===== src/rtl/core/rsti_pkg.sv =====
// Shared types, constants and the character decoder of the radix string parser.
// Depends on nothing; every other file of the block imports it.
package rsti_pkg;

  // Width of the parsed integer; the result port stays 64 bits wide.
  localparam int unsigned VALUE_BITS = 64;
  localparam int unsigned OUT_W      = 64;
  localparam int unsigned RADIX_W    = 6;
  localparam int unsigned CH_W       = 8;
  localparam int unsigned DIGIT_W    = 6;
  localparam int unsigned PROD_W     = VALUE_BITS + RADIX_W;
  localparam int unsigned SUM_W      = PROD_W + 1;
  localparam int unsigned CFG_IDX_W  = 1;
  localparam int unsigned CFG_DATA_W = RADIX_W;

  localparam logic [RADIX_W-1:0] RADIX_RESET       = RADIX_W'(10);
  localparam logic               SIGNED_MODE_RESET = 1'b1;

  localparam logic [CH_W-1:0] CH_0     = 8'h30;  // '0'
  localparam logic [CH_W-1:0] CH_9     = 8'h39;  // '9'
  localparam logic [CH_W-1:0] CH_LA    = 8'h61;  // 'a'
  localparam logic [CH_W-1:0] CH_LZ    = 8'h7a;  // 'z'
  localparam logic [CH_W-1:0] CH_UA    = 8'h41;  // 'A'
  localparam logic [CH_W-1:0] CH_UZ    = 8'h5a;  // 'Z'
  localparam logic [CH_W-1:0] CH_MINUS = 8'h2d;  // '-'

  localparam logic [VALUE_BITS-1:0] UMAX = {VALUE_BITS{1'b1}};
  localparam logic [VALUE_BITS-1:0] SMAX = UMAX >> 1;
  localparam logic [VALUE_BITS-1:0] SMIN_MAG = SMAX + VALUE_BITS'(1);

  typedef enum logic [CFG_IDX_W-1:0] {
    REG_RADIX       = 1'b0,
    REG_SIGNED_MODE = 1'b1
  } cfg_reg_e;

  typedef struct packed {
    logic [RADIX_W-1:0] radix;
    logic               signed_mode;
  } cfg_t;

  typedef struct packed {
    logic [VALUE_BITS-1:0] acc;
    logic                  neg;
    logic                  failed;
    logic                  first;
  } parse_state_t;

  typedef struct packed {
    logic               ok;
    logic [DIGIT_W-1:0] val;
  } digit_t;

  function automatic digit_t digit_of(logic [CH_W-1:0] c);
    digit_t r;
    r.ok  = 1'b1;
    r.val = '0;
    if (c >= CH_0 && c <= CH_9) begin
      r.val = DIGIT_W'(c - CH_0);
    end else if (c >= CH_LA && c <= CH_LZ) begin
      r.val = DIGIT_W'(c - CH_LA) + DIGIT_W'(10);
    end else if (c >= CH_UA && c <= CH_UZ) begin
      r.val = DIGIT_W'(c - CH_UA) + DIGIT_W'(10);
    end else begin
      r.ok = 1'b0;
    end
    return r;
  endfunction

endpackage


===== src/rtl/core/rsti_if.sv =====
// Valid/ready channels of the radix string parser: character in, result out,
// configuration write. Depends on rsti_pkg.
interface rsti_in_if import rsti_pkg::*; ();
  logic            valid;
  logic            ready;
  logic [CH_W-1:0] ch;
  logic            last;
  logic            empty_req;
  modport source (output valid, ch, last, empty_req, input ready);
  modport sink   (input valid, ch, last, empty_req, output ready);
endinterface

interface rsti_out_if import rsti_pkg::*; ();
  logic             valid;
  logic             ready;
  logic             success;
  logic [OUT_W-1:0] value;
  modport source (output valid, success, value, input ready);
  modport sink   (input valid, success, value, output ready);
endinterface

interface rsti_cfg_if import rsti_pkg::*; ();
  logic                  valid;
  logic                  ready;
  logic [CFG_IDX_W-1:0]  index;
  logic [CFG_DATA_W-1:0] data;
  modport source (output valid, index, data, input ready);
  modport sink   (input valid, index, data, output ready);
endinterface


===== src/rtl/core/radix_string_to_integer.sv =====
// Radix string parser: one character per beat in, one result per string out.
// A character beat passes the input register; a closing beat then loads the result register that drives out_o.
// Throughput: one character beat per cycle while the result slot is free; the loop is one 64x6 multiply,
// an add and a limit compare on the accumulator in rsti_step.
// Reset: radix 10, signed mode on, parse state cleared, no beat in flight.
// Depends on rsti_pkg, rsti_if, rsti_cfg and rsti_step.
module radix_string_to_integer import rsti_pkg::*; (
  input  logic        clk_i,
  input  logic        rst_ni,
  rsti_in_if.sink     in_i,
  rsti_out_if.source  out_o,
  rsti_cfg_if.sink    cfg_i
);

  cfg_t cfg;

  // Input register: one character beat waiting for the step logic.
  logic            s1_valid_q;
  logic [CH_W-1:0] s1_ch_q;
  logic            s1_last_q;
  logic            s1_empty_q;

  // Parse state carried between the characters of one string.
  parse_state_t state_q, state_d;
  parse_state_t step_state;

  // Result register: magnitude and sign, negated on the way out.
  logic                  out_valid_q, out_valid_d;
  logic                  out_success_q, out_success_d;
  logic                  out_neg_q, out_neg_d;
  logic [VALUE_BITS-1:0] out_mag_q, out_mag_d;

  logic s1_makes_result;
  logic s1_fire;
  logic in_fire;

  parse_state_t clear_state;

  assign clear_state = '{acc: '0, neg: 1'b0, failed: 1'b0, first: 1'b1};

  rsti_cfg u_cfg (
    .clk_i  (clk_i),
    .rst_ni (rst_ni),
    .cfg_i  (cfg_i),
    .cfg_o  (cfg)
  );

  rsti_step u_step (
    .cfg_i   (cfg),
    .ch_i    (s1_ch_q),
    .last_i  (s1_last_q),
    .state_i (state_q),
    .state_o (step_state)
  );

  // A beat that closes a string may move only when the result slot frees up;
  // any other beat just updates the parse state and never stalls.
  assign s1_makes_result = s1_last_q || s1_empty_q;
  assign s1_fire  = s1_valid_q && (!s1_makes_result || !out_valid_q || out_o.ready);
  assign in_i.ready = !s1_valid_q || s1_fire;
  assign in_fire  = in_i.valid && in_i.ready;

  always_comb begin
    state_d       = state_q;
    out_valid_d   = out_valid_q && !out_o.ready;
    out_success_d = out_success_q;
    out_neg_d     = out_neg_q;
    out_mag_d     = out_mag_q;
    if (s1_fire) begin
      if (s1_empty_q) begin
        // Empty string: fail and drop whatever partial parse was running.
        state_d       = clear_state;
        out_valid_d   = 1'b1;
        out_success_d = 1'b0;
        out_neg_d     = 1'b0;
        out_mag_d     = '0;
      end else if (s1_last_q) begin
        state_d       = clear_state;
        out_valid_d   = 1'b1;
        out_success_d = !step_state.failed;
        out_neg_d     = step_state.neg && !step_state.failed;
        out_mag_d     = step_state.failed ? '0 : step_state.acc;
      end else begin
        state_d = step_state;
      end
    end
  end

  always_ff @(posedge clk_i or negedge rst_ni) begin
    if (!rst_ni) begin
      s1_valid_q  <= 1'b0;
      state_q     <= '{acc: '0, neg: 1'b0, failed: 1'b0, first: 1'b1};
      out_valid_q <= 1'b0;
    end else begin
      if (in_fire) begin
        s1_valid_q <= 1'b1;
      end else if (s1_fire) begin
        s1_valid_q <= 1'b0;
      end
      state_q     <= state_d;
      out_valid_q <= out_valid_d;
    end
  end

  // Payload registers: hold until the next accepted beat.
  always_ff @(posedge clk_i) begin
    if (in_fire) begin
      s1_ch_q    <= in_i.ch;
      s1_last_q  <= in_i.last;
      s1_empty_q <= in_i.empty_req;
    end
    out_success_q <= out_success_d;
    out_neg_q     <= out_neg_d;
    out_mag_q     <= out_mag_d;
  end

  assign out_o.valid   = out_valid_q;
  assign out_o.success = out_success_q;
  assign out_o.value   = out_neg_q ? (OUT_W'(0) - OUT_W'(out_mag_q)) : OUT_W'(out_mag_q);

endmodule


===== src/rtl/core/rsti_cfg.sv =====
// Configuration registers of the radix string parser (radix, signed mode).
// Depends on rsti_pkg and rsti_cfg_if.
module rsti_cfg import rsti_pkg::*; (
  input  logic       clk_i,
  input  logic       rst_ni,
  rsti_cfg_if.sink   cfg_i,
  output cfg_t       cfg_o
);

  cfg_t cfg_q, cfg_d;

  assign cfg_i.ready = 1'b1;

  always_comb begin
    cfg_d = cfg_q;
    if (cfg_i.valid) begin
      case (cfg_reg_e'(cfg_i.index))
        REG_RADIX:       cfg_d.radix       = cfg_i.data;
        REG_SIGNED_MODE: cfg_d.signed_mode = cfg_i.data[0];
        default: ;
      endcase
    end
  end

  always_ff @(posedge clk_i or negedge rst_ni) begin
    if (!rst_ni) begin
      cfg_q.radix       <= RADIX_RESET;
      cfg_q.signed_mode <= SIGNED_MODE_RESET;
    end else begin
      cfg_q <= cfg_d;
    end
  end

  assign cfg_o = cfg_q;

endmodule


===== src/rtl/core/rsti_step.sv =====
// One character step: decode the digit or leading minus sign, multiply-accumulate and range check.
// Pure combinational; depends on rsti_pkg.
module rsti_step import rsti_pkg::*; (
  input  cfg_t            cfg_i,
  input  logic [CH_W-1:0] ch_i,
  input  logic            last_i,
  input  parse_state_t    state_i,
  output parse_state_t    state_o
);

  digit_t                digit;
  logic                  minus_sign;
  logic                  bad_digit;
  logic [VALUE_BITS-1:0] limit;
  logic [PROD_W-1:0]     prod;
  logic [SUM_W-1:0]      sum;
  logic                  overflow;

  assign digit      = digit_of(ch_i);
  assign minus_sign = state_i.first && cfg_i.signed_mode && (ch_i == CH_MINUS) && !last_i;
  assign bad_digit  = !digit.ok || (digit.val >= cfg_i.radix);

  // acc * radix + d > limit is the exact form of the divide-based check
  assign limit    = state_i.neg ? SMIN_MAG : (cfg_i.signed_mode ? SMAX : UMAX);
  assign prod     = PROD_W'(state_i.acc) * PROD_W'(cfg_i.radix);
  assign sum      = SUM_W'(prod) + SUM_W'(digit.val);
  assign overflow = sum > SUM_W'(limit);

  always_comb begin
    state_o       = state_i;
    state_o.first = 1'b0;
    if (!state_i.failed) begin
      if (minus_sign) begin
        state_o.neg = 1'b1;
      end else if (bad_digit || overflow) begin
        state_o.failed = 1'b1;
      end else begin
        state_o.acc = sum[VALUE_BITS-1:0];
      end
    end
  end

endmodule

===== src/flat_wrapper.sv =====
// flat-port wrapper written by rule: the top's interface ports become plain ports
module radix_string_to_integer_flat import rsti_pkg::*;
  (clk_i, rst_ni, in_i_valid, in_i_ch, in_i_last, in_i_empty_req, in_i_ready, out_o_valid, out_o_success, out_o_value, out_o_ready, cfg_i_valid, cfg_i_index, cfg_i_data, cfg_i_ready);
  rsti_in_if in_i_i ();
  rsti_out_if out_o_i ();
  rsti_cfg_if cfg_i_i ();
  input  logic clk_i;
  input  logic rst_ni;
  input wire logic [$bits(in_i_i.valid)-1:0] in_i_valid;
  input wire logic [$bits(in_i_i.ch)-1:0] in_i_ch;
  input wire logic [$bits(in_i_i.last)-1:0] in_i_last;
  input wire logic [$bits(in_i_i.empty_req)-1:0] in_i_empty_req;
  output wire logic [$bits(in_i_i.ready)-1:0] in_i_ready;
  output wire logic [$bits(out_o_i.valid)-1:0] out_o_valid;
  output wire logic [$bits(out_o_i.success)-1:0] out_o_success;
  output wire logic [$bits(out_o_i.value)-1:0] out_o_value;
  input wire logic [$bits(out_o_i.ready)-1:0] out_o_ready;
  input wire logic [$bits(cfg_i_i.valid)-1:0] cfg_i_valid;
  input wire logic [$bits(cfg_i_i.index)-1:0] cfg_i_index;
  input wire logic [$bits(cfg_i_i.data)-1:0] cfg_i_data;
  output wire logic [$bits(cfg_i_i.ready)-1:0] cfg_i_ready;
  assign in_i_i.valid = in_i_valid;
  assign in_i_i.ch = in_i_ch;
  assign in_i_i.last = in_i_last;
  assign in_i_i.empty_req = in_i_empty_req;
  assign in_i_ready = in_i_i.ready;
  assign out_o_valid = out_o_i.valid;
  assign out_o_success = out_o_i.success;
  assign out_o_value = out_o_i.value;
  assign out_o_i.ready = out_o_ready;
  assign cfg_i_i.valid = cfg_i_valid;
  assign cfg_i_i.index = cfg_i_index;
  assign cfg_i_i.data = cfg_i_data;
  assign cfg_i_ready = cfg_i_i.ready;
  radix_string_to_integer u_core (.clk_i(clk_i), .rst_ni(rst_ni), .in_i(in_i_i), .out_o(out_o_i), .cfg_i(cfg_i_i));
endmodule

===== config.mk =====
export PLATFORM = sky130hd
export DESIGN_NAME = radix_string_to_integer_flat
export DESIGN_NICKNAME = d
export VERILOG_FILES = /design/src/rtl/core/rsti_pkg.sv /design/src/rtl/core/rsti_if.sv /design/src/rtl/core/radix_string_to_integer.sv /design/src/rtl/core/rsti_cfg.sv /design/src/rtl/core/rsti_step.sv /design/src/flat_wrapper.sv
export SDC_FILE = /design/constraint.sdc
export NUM_CORES = 1
export LEC_CHECK = 0
export BUFFER_PORTS_ARGS = -buffer_cell sky130_fd_sc_hd__buf_2
export CAP_MARGIN = 20
export CELL_PAD_IN_SITES_DETAIL_PLACEMENT = 0
export CELL_PAD_IN_SITES_GLOBAL_PLACEMENT = 1
export CORE_MARGIN = 2
export CORE_UTILIZATION = 35
export CTS_CLUSTER_DIAMETER = 40
export CTS_CLUSTER_SIZE = 8
export DETAILED_ROUTE_END_ITERATION = 7
export PLACE_DENSITY = 0.72
export SETUP_SLACK_MARGIN = 0.5
export SLEW_MARGIN = 20
export SYNTH_ARGS = -nofsm -noshare
export SYNTH_HDL_FRONTEND = slang
export SYNTH_SLANG_ARGS = --single-unit

===== constraint.sdc =====
create_clock -name clk_i -period 11.8 [get_ports clk_i]
set_clock_uncertainty 0.2 [all_clocks]
set_input_delay 2.36 -clock clk_i [delete_from_list [all_inputs] [get_ports clk_i]]
set_output_delay 2.36 -clock clk_i [all_outputs]
set_load 0.005 [all_outputs]

Word level (Yosys, flattened, before mapping)
Index checks and enable logic that the tools add are counted.
- bits in registers: 152
- output and inout bits: 68
- bits of input ports: 22
- logic and storage cells: 86
- magnitude comparators: 8
- $add $sub $neg: 7
- equal/unequal tests: 1
- multipliers: 1
- bitwise logic cells: 1
- reduce and logical (&&, ||, !) cells: 28
- multiplexer cells: 26
- operators with widths (kind ; number):
    $mux W64 ; 7
    $mux W67 ; 2
    $add A70 B6 Y71 ; 1
    $gt A71 B64 Y1 ; 1
    $mul A64 B6 Y70 ; 1
    $mux W66 ; 1
    $sub A1 B64 Y64 const A ; 1
    $mux W6 ; 3
    $ge A8 B7 Y1 const B ; 2
    $le A8 B7 Y1 const B ; 2
    $mux W1 ; 13
    $add A6 B4 Y6 const B ; 2
    $sub A6 B6 Y6 const B ; 2
    $logic_and A1 B1 Y1 ; 10
    $eq A8 B6 Y1 const B ; 1
    $ge A8 B6 Y1 const B ; 1
    $le A8 B6 Y1 const B ; 1
    $logic_not A1 Y1 ; 7
    $ge A6 B6 Y1 ; 1
    $logic_or A1 B1 Y1 ; 6
    $reduce_and A2 Y1 ; 3
    $sub A6 B1 Y6 const B ; 1
    $reduce_bool A2 Y1 ; 2
    $not A1 Y1 ; 1

Depth between registers and ports, before layout
- word-level depth: 14
- gate-level depth with buffers: 36
- gate-level depth less buffers: 34

Hierarchy
Synthesis repeated with hierarchy kept, for this count alone.
- cell total of the unflattened synthesis: 2497
- area total of the unflattened synthesis: 23573.9 µm²
- by module, submodules not included (module ; cells an instance ; area each (µm²) ; times used ; seq. area each (µm²)):
    rsti_step ; 1954 ; 16619.7 ; 1 ; 0.0
    radix_string_to_integer ; 524 ; 6633.9 ; 1 ; 4010.1
    rsti_cfg ; 19 ; 320.3 ; 1 ; 178.9

Least setup slack after synthesis
No wires, ideal clock.
- path kind: register -> register
- from: reg u_core.u_cfg.cfg_q, in the netlist u_core.u_cfg.cfg_o[4]
- to: reg u_core.state_q[40] in the netlist's numbering
- data required time: 11.479 ns
- stages on the path, launching flop included: 34
- buffers on the path: 4
- setup slack: 3.380 ns
- period minus slack after synthesis: 8.420 ns
- library setup time: 0.121 ns
- data arrival time: 8.099 ns
- cells stage by stage: dfstp_2 > clkbuf_1 > clkbuf_1 > nand2_1 > fa_1 > fa_1 > inv_1 > fa_1 > fa_1 > ha_1 > o211ai_1 > a21oi_1 > o211ai_1 > a31oi_1 > a211oi_1 > o21ai_0 > a21bo_2 > a21oi_1 > o21ai_0 > xor2_1 > ha_1 > nand2_1 > nor3_1 > nand3_1 > or4_1 > o21ai_0 > a211oi_1 > nor4_1 > o2111a_1 > nand4_1 > a31o_2 > clkbuf_1 > buf_2 > a22o_1
- word-level cells in the longest chain between the ends: 9
- elaborated cells on any way between the ends: 11
- those cells by class: 1 x add/sub; 1 x mul; 2 x order compare; 5 x mux; 2 x reduce/logical
- ends and longest elaborated chain (item ; line ; RTL):
    start: declaration ; rsti_cfg.sv:10 ; cfg_t cfg_q, cfg_d;
    start signal: assignment ; rsti_cfg.sv:30 ; cfg_q <= cfg_d;
    $mul A64 B6 Y70 ; rsti_step.sv:25 ; assign prod = PROD_W'(state_i.acc) * PROD_W'(cfg_i.radix);
    $add A70 B6 Y71 ; rsti_step.sv:26 ; assign sum = SUM_W'(prod) + SUM_W'(digit.val);
    $gt A71 B64 Y1 ; rsti_step.sv:27 ; assign overflow = sum > SUM_W'(limit);
    $logic_or A1 B1 Y1 ; rsti_step.sv:35 ; end else if (bad_digit || overflow) begin
    $mux W64 (*) ; rsti_step.sv:35 ;
    $mux W64 (*) ; rsti_step.sv:33 ; if (minus_sign) begin
    $mux W66 (*) ; rsti_step.sv:32 ; if (!state_i.failed) begin
    $mux W67 (*) ; radix_string_to_integer.sv:77 ; end else if (s1_last_q) begin
    $mux W67 (*) ; radix_string_to_integer.sv:70 ; if (s1_empty_q) begin
    end signal: assignment ; radix_string_to_integer.sv:92 ; state_q <= '{acc: '0, neg: 1'b0, failed: 1'b0, first: 1'b1};
    end signal: assignment ; radix_string_to_integer.sv:100 ; state_q <= state_d;
    end: declaration ; radix_string_to_integer.sv:24 ; parse_state_t state_q, state_d;
Mark *: on every way between the ends. The rest lies on a longest branch, timed or not.
A chain may end at the register's enable or synchronous reset.

Worst setup path in the final report
- from: reg u_core.u_cfg.cfg_q, in the netlist u_core.u_cfg.cfg_o[3]
- to: reg u_core.state_q[38] in the netlist's numbering
The elaborated chain is that of the path after synthesis.

==> results.ini <==
[status]
status = complete, no violations

[critical_path]
cp.arrival_ns = 10.77
cp_common_cell = fa_1
r2r_cells = 30
critPathKind = register to register
crit_path_top_delay_cell = dfrtp_2
startpoint_type = register
timing.rr.start = u_core.u_cfg.cfg_o[3]
cpPeakStageDelay_ns = 0.81
r2r_end = u_core.state_q[38]
regToRegSetupSlack_ns = 1.21
crit_fanout = 64
worstPathRequired_ns = 11.98
critPathCaptureType = register

[grt]
grt_pass1_vias = 18412
grt_pass1_wl_um = 103000
gr-total-overflow = 0
grt_use_total_pct = 20.3
grt_antenna_before_repair = 1
grt_max_degree = 68

[min_path]
hold_end = u_core.state_q[0]
min_path_type = register to register
hp-start = u_core.state_q[0]
worstHoldPathCells = 2

[synthesis]
ys_warn_count = 0
synthArstFlopShare_pct = 50.0
synth_nets = 2862
synth.avg_cell_area_um2 = 9.32
synth-edff-count = 76
synth_ff_type = edfxtp_1
syn-cell-area_mm2 = 0.0220
ys_seq_area_share_pct = 19.1
synth-seq-cells = 152
syn_inst = 2358
ys_types = 74

[layout]
area_delta_synth_final_pct = 8.07
layout_common_cells = nand2_1 (268), fa_1 (252), and2_1 (246)
fillers = 6228
final_common_cell = nand2_1
finalNetCount = 2855
final_cell_count_no_fill = 3201
antenna_cells = 0
drive_above_1_share_pct = 7.32

[drt]
vias_per_cell = 5.46
via_count = 17478
drtPass1Iterations = 5
initialDrtViolationCount = 976
wl_per_cell_um = 19.8
wl_um = 63500
drc = 0
ant_nets = 0

[floorplan]
die_h_um = 255
std_cell_rows = 91
ios = 90
initial_core_util_pct = 35.5
core-area_mm2 = 0.0619
design.die.area_mm2 = 0.0648
die_x_um = 255

[sta]
grt_setup_unrepaired = no
hold_viol_final = 0
setup_viol = 0
slew_viol_final = 0
worstMarginPinSlew_ns = 1.16
final.setup.tns_ns = 0
clock.fmax_mhz = 94.4
layout_min_cycle_time_ns = 10.59
slew_headroom_pct = 22.7
fin_crit_sh_pct = 89.8

[place]
port_buffers = 88
dp_hpwl_um = 49200
placed_cells = 3167
globalplace.congestion = 0.914

[power]
irDropWorstVdd_v = 0.000119
power_density_mw_per_mm2 = 61.8
leakage_uw = 0.0116

[flow_run]
cap_violations = 0

[clock_network]
cts_tree = done
cts_inserted_buffers = 17
clock_tree.buffer_depth = 2
clk-insertion-delay-late_ns = 0.51
ctsHoldBuffers = 0
clk_pin_slew_ns = 0.07
cts-root-buf = clkbuf_16
htreeDepth = 4
clock_sinks = 152

[layer usage]
| metal | global-route usage (%) | vias to the layer above | part of all wire (%) |
|---|---|---|---|
| li1 | - | 8116 | - |
| met1 | 27.5 | 8837 | 45 |
| met2 | 32.9 | 453 | 47 |
| met3 | 3.66 | 70 | 5.2 |
| met4 | 6.52 | 2 | 2.3 |
| met5 | 0 | - | 0.020 |
[where the power goes]
| group | internal [uW] | total [uW] | switching (uW) |
|---|---|---|---|
| combinational | 77.4 | 207 | 130 |
| clock | 341 | 602 | 261 |
| sequential | 588 | 658 | 69.3 |
[timing repair]
| item | CTS | global route |
|---|---|---|
| resized for setup | 0 | 2 |
| setup endpoints to repair | 0 | 11 |
| buffers inserted | 0 | 0 |
[critical path: cells and delay by family (launching register included)]
kind	cells	cell delay, ns
buffers and inverters	3	0.47
adders and majority gates	6	2.59
and+or+nand+nor	8	2.49
AOI/OAI and AO/OA	12	3.37
DFF	1	0.81
xor gates and xnor gates	1	0.45
[metrics by stage]
| stage | hold slack [ns] | worst slack, ns | cell area (um2) | util (%) | power, uW |
|---|---|---|---|---|---|
| final | 0.262 | 1.21 | 23700 | 38.3 | 1470 |
| after detailed placement | 0.254 | 1.24 | 23100 | 37.3 | 875 |
| after CTS | 0.266 | 1.19 | 23700 | 38.3 | 1480 |
| after global routing | 0.280 | 0.562 | 23700 | 38.3 | 1530 |
| after floorplan | 0.239 | 3.38 | 22000 | - | 760 |
| after global placement | 0.250 | 1.30 | 23100 | 37.3 | 871 |
[state kept, by name, indices dropped and copies added (netlist names)]
name	flops
u_core.out_neg_q	1
u_core.s1_valid_q	1
u_core.out_mag_q	64
u_core.s1_ch_q	8
u_core.state_q	67
u_core.out_o.success	1
u_core.s1_empty_q	1
u_core.out_o.valid	1
u_core.u_cfg.cfg_o	7
u_core.s1_last_q	1
[cells by family after synthesis]
kind of cell | after synthesis | share of synthesized area, %
AND/OR/NAND/NOR | 751 | 17.7
AO/OA/AOI/OAI | 513 | 16.2
adder cells (fa/ha/maj) | 482 | 36.1
buffers and inverters | 327 | 5.68
flip-flops | 152 | 19.1
XOR/XNOR | 129 | 5.14
multiplexers | 3 | 0.154
other | 1 | 0.0171
[area by class of cell]
| class | count | area, um2 | area share, % |
|---|---|---|---|
| clock buffers | 20 | 447 | 1.88 |
| clock inverters | 12 | 168 | 0.706 |
| inverters | 195 | 732 | 3.08 |
| multi-input cells | 1880 | 16600 | 69.8 |
| flip-flops and latches | 152 | 4200 | 17.7 |
| well taps | 837 | 1050 | 4.41 |
| repair buffers | 105 | 587 | 2.47 |
[synth_stat cells, types with 3 or more instances]
| master | count | area share, % |
|---|---|---|
| a21boi_0 | 6 | 0.20 |
| and3_1 | 6 | 0.17 |
| nand2b_1 | 12 | 0.34 |
| nor2_1 | 76 | 1.3 |
| a21oi_1 | 118 | 2.7 |
| edfxtp_1 | 76 | 10 |
| xnor2_1 | 103 | 4.1 |
| clkbuf_1 | 98 | 1.7 |
| xor2_1 | 26 | 1.0 |
| or3_1 | 10 | 0.28 |
| nor4_1 | 17 | 0.48 |
| a311oi_1 | 3 | 0.12 |
| o21bai_1 | 8 | 0.27 |
| a211oi_1 | 19 | 0.65 |
| buf_1 | 21 | 0.36 |
| o21ai_0 | 94 | 2.1 |
| or4_1 | 9 | 0.31 |
| o2111ai_1 | 3 | 0.12 |
| a22o_1 | 128 | 5.1 |
| nand3_1 | 19 | 0.43 |
| nand2_1 | 268 | 4.6 |
| dfrtp_1 | 72 | 8.2 |
| nor3_1 | 14 | 0.32 |
| o221ai_1 | 3 | 0.12 |
| a221oi_1 | 3 | 0.12 |
| o22ai_1 | 3 | 0.085 |
| inv_1 | 195 | 3.3 |
| o21a_1 | 11 | 0.38 |
| nor2b_1 | 7 | 0.20 |
| o41ai_1 | 12 | 0.48 |
| fa_1 | 252 | 23 |
| ha_1 | 230 | 13 |
| o211ai_1 | 12 | 0.41 |
| buf_2 | 11 | 0.25 |
| and2_1 | 246 | 7.0 |
| o41ai_2 | 3 | 0.22 |
| o31ai_1 | 20 | 0.68 |
| nand4_1 | 45 | 1.3 |
| a31oi_1 | 7 | 0.20 |
| nor3b_1 | 3 | 0.10 |
| a21o_1 | 36 | 1.2 |
| dfstp_2 | 4 | 0.48 |
| mux2_2 | 3 | 0.15 |
[worst max path at each step]
stage                                    end  cells past startpoint  slack [ns]                  start
final                     u_core.state_q[38]                     30        1.21  u_core.u_cfg.cfg_o[3]
after global routing      u_core.state_q[25]                     30        0.56  u_core.u_cfg.cfg_o[3]
after CTS                  u_core.state_q[6]                     30        1.19  u_core.u_cfg.cfg_o[2]
after detailed placement  u_core.state_q[14]                     30        1.24  u_core.u_cfg.cfg_o[2]
after global placement    u_core.state_q[17]                     30        1.30  u_core.u_cfg.cfg_o[2]
after floorplan           u_core.state_q[40]                     33        3.38  u_core.u_cfg.cfg_o[4]
Note: power is estimated with default switching activity, not from simulation.
